$ cat src/dcdk_pkg.sv
// Shared types and defaults for the Kahn cycle detector.
// Used by the controller, the datapath and the top level.
package dcdk_pkg;

  localparam int MAX_NODES_DEF = 256;
  localparam int MAX_EDGES_DEF = 1024;
  localparam logic [8:0] NODE_COUNT_RESET = 9'd256;

  typedef struct packed {
    logic accept;
    logic ld_rd;
    logic ld_wr;
    logic sd_rd;
    logic sd_chk;
    logic pop_rd;
    logic pop_node;
    logic hd_load;
    logic ed_rd;
    logic ed_tgt;
    logic ig_wr;
    logic done;
    logic clear;
  } dcdk_cmd_t;

  typedef struct packed {
    logic op;
    logic ld_ok;
    logic sd_end;
    logic q_empty;
    logic e_null;
    logic t_in;
    logic clr_last;
  } dcdk_sts_t;

endpackage

$ cat src/dcdk_ctrl.sv
// Controller state machine sequencing loads, the Kahn walk and the clear sweep.
// Depends on dcdk_pkg for the command and status structs.
module dcdk_ctrl
  import dcdk_pkg::*;
(
  input  logic      clk,
  input  logic      rst,
  input  logic      start,
  input  dcdk_sts_t sts,
  output dcdk_cmd_t cmd,
  output logic      busy
);

  localparam logic [3:0] S_IDLE     = 4'd0;
  localparam logic [3:0] S_LD_RD    = 4'd1;
  localparam logic [3:0] S_LD_WR    = 4'd2;
  localparam logic [3:0] S_SD_RD    = 4'd3;
  localparam logic [3:0] S_SD_CHK   = 4'd4;
  localparam logic [3:0] S_POP      = 4'd5;
  localparam logic [3:0] S_POP_NODE = 4'd6;
  localparam logic [3:0] S_HD_LOAD  = 4'd7;
  localparam logic [3:0] S_EDGE     = 4'd8;
  localparam logic [3:0] S_ED_TGT   = 4'd9;
  localparam logic [3:0] S_IG_WR    = 4'd10;
  localparam logic [3:0] S_DONE     = 4'd11;
  localparam logic [3:0] S_CLEAR    = 4'd12;

  logic [3:0] state;
  logic [3:0] state_next;

  always_ff @(posedge clk) begin
    if (rst) begin
      state <= S_CLEAR;
    end else begin
      state <= state_next;
    end
  end

  always_comb begin
    cmd = '0;
    state_next = state;
    unique case (state)
      S_IDLE: begin
        if (start) begin
          cmd.accept = 1'b1;
          state_next = S_LD_RD;
        end
      end
      S_LD_RD: begin
        if (sts.op) begin
          state_next = S_SD_RD;
        end else begin
          cmd.ld_rd = 1'b1;
          state_next = sts.ld_ok ? S_LD_WR : S_IDLE;
        end
      end
      S_LD_WR: begin
        cmd.ld_wr = 1'b1;
        state_next = S_IDLE;
      end
      S_SD_RD: begin
        if (sts.sd_end) begin
          state_next = S_POP;
        end else begin
          cmd.sd_rd = 1'b1;
          state_next = S_SD_CHK;
        end
      end
      S_SD_CHK: begin
        cmd.sd_chk = 1'b1;
        state_next = S_SD_RD;
      end
      S_POP: begin
        if (sts.q_empty) begin
          state_next = S_DONE;
        end else begin
          cmd.pop_rd = 1'b1;
          state_next = S_POP_NODE;
        end
      end
      S_POP_NODE: begin
        cmd.pop_node = 1'b1;
        state_next = S_HD_LOAD;
      end
      S_HD_LOAD: begin
        cmd.hd_load = 1'b1;
        state_next = S_EDGE;
      end
      S_EDGE: begin
        if (sts.e_null) begin
          state_next = S_POP;
        end else begin
          cmd.ed_rd = 1'b1;
          state_next = S_ED_TGT;
        end
      end
      S_ED_TGT: begin
        cmd.ed_tgt = 1'b1;
        state_next = sts.t_in ? S_IG_WR : S_EDGE;
      end
      S_IG_WR: begin
        cmd.ig_wr = 1'b1;
        state_next = S_EDGE;
      end
      S_DONE: begin
        cmd.done = 1'b1;
        state_next = S_CLEAR;
      end
      S_CLEAR: begin
        cmd.clear = 1'b1;
        if (sts.clr_last) begin
          state_next = S_IDLE;
        end
      end
      default: begin
        state_next = S_IDLE;
      end
    endcase
  end

  assign busy = (state != S_IDLE);

endmodule

$ cat config.mk
export PLATFORM = sky130hd
export DESIGN_NAME = dcdk_ctrl
export DESIGN_NICKNAME = d
export VERILOG_FILES = /design/src/dcdk_pkg.sv /design/src/dcdk_ctrl.sv
export SDC_FILE = /design/constraint.sdc
export NUM_CORES = 1
export LEC_CHECK = 0
export BUFFER_PORTS_ARGS = -buffer_cell sky130_fd_sc_hd__clkbuf_2
export CAP_MARGIN = 25
export CORE_AREA = 4 4 41 43
export DETAILED_ROUTE_END_ITERATION = 10
export DIE_AREA = 0 0 45 47
export PLACE_DENSITY = 0.69
export SYNTH_ARGS = -nofsm -noshare
export SYNTH_HDL_FRONTEND = slang
export SYNTH_SLANG_ARGS = --single-unit
export TNS_END_PERCENT = 20
$ cat constraint.sdc
create_clock -name clk -period 1.6 [get_ports clk]
set_clock_uncertainty 0.2 [all_clocks]
set_input_delay 0.08 -clock clk [delete_from_list [all_inputs] [get_ports clk]]
set_output_delay 0.08 -clock clk [all_outputs]
set_load 0.01 [all_outputs]
==> impl_metrics.toml, run 1 <==
[pwr]
seqPwrFrac_pct = 28.4
p_per_area_nw_per_um2 = 1082
p_leak_nw = 0.2957
p_int_mw = 0.3867
swShare_pct = 42.52
p_comb_share_pct = 53.2
power_mw = 0.6727
ir_worst_vdd_mv = 0.6867
power_frac_clock_pct = 18.4
power.switching_mw = 0.2860

[global_routing]
antenna_found_initial = 0
grt_start_max_net_pins = 15
grt_overflow = 0
grt_pass1_wl_um = 1842
grt_usage_pct = 12.57
grt_pass1_vias = 465

[routing]
wirelength_um = 1204
antenna_left = 0
drtIter0Drc = 7
vias = 523
post_drt_wl_per_cell_um = 11.69
post-route-drc-count = 0
avgViaCountPerCell = 5.078
first_pass_iters = 4

[logic_synthesis]
synth_area_um2 = 404.1
async_reset_ff_share_pct = 0
synth_cell_types = 26
ys_seq_area_share_pct = 19.81
syn_inst = 58
synth-edff-count = 0
ys_seq_elements = 4
syn_nets = 68
syn_avg_cell_area_um2 = 6.968
ys.warnings.count = 0
synth_top_flop_cell = "dfxtp_1"

[floorplan]
die_y_um = 47
fp-row-count = 13
initial_core_util_pct = 31.06
die_area_um2 = 2115
core_area_um2 = 1301
num_io_pins = 24
die_w_um = 45

[clocking]
numCtsBuffers = 3
cts_tree = "done"
insertion_delay_ns = 0.23
cts_max_path_buffers = 2
htree_levels = 1
clock_sinks = 4
cts-root-buf = "clkbuf_4"
clk_pin_slew_ns = 0.04
cts_setup_buffers = 0

[placed_design]
hpwl_um = 952.4
portBuffers = 23
place_congestion = 0.8350

[sta]
timing.hold.ws_ns = -0.003255
worst_pin_slew_ns = 0.2893
fmax_mhz = 647.8
fin_tns_setup_ns = 0
setup_violations = 0
period_minus_slack_ns = 1.544
rsz0062_at_grt = "true"
post-route-period-util_pct = 96.48
final_max_slew_viol_count = 0
maxSlewHeadroom_pct = 80.46
hold_violations = 1

[setup_path]
path_class = "register to primary output"
rrSetupSlack_ns = 0.09
end_kind = "primary output"
cp-start-kind = "register"
setup.worst_path.start = "state[0]"
crit_required_ns = 1.32
r2r_start = "state[3]"
worstPathArrival_ns = 1.26
cp_max_fo = 9

[min_path]
worstHoldStart = "sts[6]"
hold_class = "input port to register"

[final_layout]
layout_commonest_cell = "clkbuf_2"
n_antenna_cell = 0
final_cell_mix = "23 x clkbuf_2, 6 x nor3_1, 5 x nand2b_1, 5 x nor2_1"
largestRegisters = "state x4"
largest_reg_flops = 4
syn_to_final_growth_pct = 53.87
fin_nets = 100
layout-drive-gt1-share_pct = 40.91
regMostFlops = "state"

[status]
outcome = "finished, violations left"
failed_checks = "negative hold slack"

[flow_run]
maxCapViolCount = 0
## power groups by stage
stage,logic [mW],registers (mW),clock network (mW)
2_1_floorplan,0.263,0.150,0
3_3_place_gp,0.337,0.183,0
3_5_place_dp,0.340,0.183,0
4_1_cts,0.349,0.183,0.129
5_1_grt,0.394,0.199,0.138
6_report,0.358,0.191,0.123
## cell type report
class	count	area [µm²]
fill	132	679.4
multi-input combinational	47	301.5
timing repair buffer	31	185.2
sequential	4	82.58
clock buffer	3	22.52
tap	15	18.77
inverter	3	11.26
## cells by family (layout without fill, tap and decap cells)
group	after synthesis	count (layout)	share of synthesized area (%)
buffers and inverters	7	37	8.977
and+or+nand+nor	32	32	44.89
muxes	1	1	2.477
AOI/OAI and AO/OA	14	14	23.84
DFF	4	4	19.82
## cell usage after synthesis, types with 2 or more instances
master | instances | area (µm²)
and3b_1 | 2 | 17.52
nor2b_1 | 3 | 18.77
inv_1 | 3 | 11.26
nand2_1 | 3 | 11.26
nor4_1 | 2 | 12.51
nor2_1 | 6 | 22.52
nor3_1 | 6 | 30.03
nand2b_1 | 7 | 43.79
o21ai_0 | 3 | 15.01
dfxtp_1 | 4 | 80.08
a31oi_1 | 2 | 12.51
buf_2 | 2 | 10.01
a21oi_1 | 2 | 10.01
## final timing paths
path                                 end  cells past startpoint
worst max-delay path              cmd[4]                      4
worst min-delay path            state[1]                      3
worst max register to register  state[1]                      3
worst min register to register  state[1]                      2
## stage by stage
stage / setup slack, ns / util (%) / hold slack [ns] / area (µm²) / std cells
after floorplan: 0.2697 / - / -0.05059 / 404.1 / 58
after global placement: 0.1577 / 41.73 / 0.08699 / 543.0 / 96
after detailed placement: 0.1174 / 41.73 / 0.09134 / 543.0 / 96
after CTS: 0.01013 / 46.63 / 0.001028 / 606.8 / 103
after global routing: -0.02485 / 47.79 / 0.0002057 / 621.8 / 103
final: 0.05627 / 47.79 / -0.003255 / 621.8 / 103
## repair_timing
action / CTS / global route
hold buffers: 4 / 0
setup endpoints to repair: 3 / 8
endpoints found under the hold margin: 4 / 0
resized for setup: 1 / 5
## critical path: stages (launching register included)
cell and delay (ns):
dfxtp_1 0.33, buf_4 0.18, nand2b_2 0.22, nor4_2 0.14
clkbuf_2 0.17
## per-layer routing
layer	vias to the layer above	wire, µm	GRT usage (%)
li1	269	-	-
met1	237	503	12.30
met4	0	0	3.509
met3	0	97	6.897
met5	-	0	0
met2	17	604	22.88
Note: power is estimated with default switching activity, not from simulation.
==> run 2: changes to the inputs <==
--- a/config.mk
+++ b/config.mk
@@ -7,9 +7,9 @@
 export LEC_CHECK = 0
 export BUFFER_PORTS_ARGS = -buffer_cell sky130_fd_sc_hd__clkbuf_2
 export CAP_MARGIN = 25
-export CORE_AREA = 4 4 41 43
+export CORE_MARGIN = 4
+export CORE_UTILIZATION = 30
 export DETAILED_ROUTE_END_ITERATION = 10
-export DIE_AREA = 0 0 45 47
 export PLACE_DENSITY = 0.69
 export SYNTH_ARGS = -nofsm -noshare
 export SYNTH_HDL_FRONTEND = slang
==> constraint.sdc (replaced) <==
create_clock -name clk -period 1.6 [get_ports clk]
set_clock_uncertainty 0.2 [all_clocks]
set_input_delay 0.08 -clock clk [delete_from_list [all_inputs] [get_ports clk]]
set_output_delay 0.08 -clock clk [all_outputs]
set_load 0.005 [all_outputs]
==> run 2 against run 1 <==
The flow now finishes without violations. Worst setup slack improved by 0.0029 ns. Total power shrank 2.6%. Core utilization grew 4.4 points. Critical endpoint unchanged. Largest cell class unchanged. Largest power group unchanged. Highest routed layer unchanged.
==> impl_metrics.toml, run 2 (synthesis results as in run 1) <==
[pwr]
ir_worst_vdd_mv = 0.5467
swShare_pct = 41.14
seqPwrFrac_pct = 28.8
p_per_area_nw_per_um2 = 1058
p_int_mw = 0.3858
p_leak_nw = 0.2953
power.switching_mw = 0.2697
power_frac_clock_pct = 19.0
p_comb_share_pct = 52.3

[routing]
first_pass_iters = 4
drtIter0Drc = 6
post_drt_wl_per_cell_um = 11.79
post-route-drc-count = 0
antenna_left = 0
wirelength_um = 1203
vias = 541
avgViaCountPerCell = 5.304

[status]
outcome = "completed"

[sta]
fmax_mhz = 649.0
worst_pin_slew_ns = 0.2600
rsz0062_at_grt = "false"
fin_tns_setup_ns = 0
timing.hold.ws_ns = 0.01722
maxSlewHeadroom_pct = 82.44
setup_violations = 0
period_minus_slack_ns = 1.541
post-route-period-util_pct = 96.30
hold_violations = 0
final_max_slew_viol_count = 0

[floorplan]
die_y_um = 44.71
die_w_um = 44.71
core_area_um2 = 1186
die_area_um2 = 1999
initial_core_util_pct = 34.07
fp-row-count = 12
num_io_pins = 24

[clocking]
htree_levels = 1
cts_max_path_buffers = 2
cts_tree = "done"
cts-root-buf = "clkbuf_4"
clk_pin_slew_ns = 0.04
insertion_delay_ns = 0.23
numCtsBuffers = 3
cts_setup_buffers = 0
clock_sinks = 4

[setup_path]
cp_num_buf_inv = 2
worstPathArrival_ns = 1.26
slowest_delay_ns = 0.31
reg2regPathDepth = 4
path_cells = "buf_4 > nand2b_2 > nor4_1 > clkbuf_2"
path_class = "register to primary output"
crit_family = "simple AND/OR/NAND/NOR gates"
crit_required_ns = 1.32
endpoint = "cmd[4]"
cp_max_fo = 11
setup.worst_path.start = "state[0]"
slowest_stage = "dfxtp_1"
end_kind = "primary output"
r2r_start = "state[0]"
rr_endpoint = "state[1]"
rrSetupSlack_ns = 0.16
cp-start-kind = "register"
path_depth = 4

[global_routing]
grt_usage_pct = 13.34
grt_start_max_net_pins = 15
grt_overflow = 0
grt_pass1_vias = 486
grt_pass1_wl_um = 1973
antenna_found_initial = 0

[min_path]
hold_class = "input port to register"
min_path_cells = 3

[flow_run]
maxCapViolCount = 0

[placed_design]
place_congestion = 0.8405
hpwl_um = 980.3
portBuffers = 23

[final_layout]
regMostFlops = "state"
largest_reg_flops = 4
layout_commonest_cell = "clkbuf_2"
layout-drive-gt1-share_pct = 40.91
largestRegisters = "state x4"
n_antenna_cell = 0
syn_to_final_growth_pct = 53.25
fin_nets = 100
final_cell_mix = "23 x clkbuf_2, 6 x nor3_1, 6 x nor2_1"
==> run 2: changes by cell type in the layout (fill, tap and decap cells not counted) <==
cell and change:
dfxtp_1 -1, nor2_2 -1, dfxtp_2 +1, nor2_1 +1
==> run 2: how the worst min path moves through the flow <==
stage / slack, ns / end / start
after global placement: 0.09 / state[1] / rst
after global routing: 0.03 / state[1] / sts[6]
after CTS: 0.003 / state[1] / sts[6]
after detailed placement: 0.09 / state[1] / rst
final: 0.02 / state[1] / sts[6]
after floorplan: -0.05 / state[1] / rst
==> run 2: area by class of cell <==
cell class                      count  area (µm²)
Clock buffer                        3       22.52
Timing Repair Buffer               31       185.2
Tap cell                           14       17.52
Multi-Input combinational cell     47       299.0
Fill cell                         120       566.8
Sequential cell                     4       83.83
Inverter                            3       11.26
==> run 2: stage by stage <==
step / cells / setup WS, ns / power [mW] / area, µm² / util (%)
finish: 102 / 0.05920 / 0.6554 / 619.3 / 52.22
floorplan: 58 / 0.2697 / 0.3971 / 404.1 / -
global route: 102 / 0.0001734 / 0.7190 / 619.3 / 52.22
detailed placement: 95 / 0.08079 / 0.5122 / 541.8 / 45.68
global placement: 95 / 0.1639 / 0.5088 / 541.8 / 45.68
CTS: 102 / 0.02312 / 0.6511 / 606.8 / 51.16
==> run 2: power by group through the flow <==
| stage | clock network, mW | logic, mW | registers [mW] |
|---|---|---|---|
| after floorplan | 0 | 0.247 | 0.150 |
| after global placement | 0 | 0.327 | 0.182 |
| final | 0.124 | 0.343 | 0.189 |
| after global routing | 0.139 | 0.383 | 0.197 |
| after CTS | 0.130 | 0.335 | 0.186 |
| after detailed placement | 0 | 0.327 | 0.185 |
==> run 2: worst min-delay path, delay by kind of cell <==
kind	cells	cell delay, ns
buf+inv	1	0.11
compound gates	2	0.22
==> run 2: per-layer routing <==
layer / global-route usage (%) / routed length [µm]
met5: 0 / 0
met3: 5.976 / 64
met2: 23.21 / 631
met4: 3.614 / 0
met1: 14.49 / 507
==> run 2: timing repair <==
| action | in CTS | in global routing |
|---|---|---|
| resized for setup | 2 | 4 |
| cloned | 0 | 0 |
| endpoints found under the setup margin | 2 | 5 |
| hold buffers | 4 | 0 |
| hold endpoints to repair | 4 | 0 |
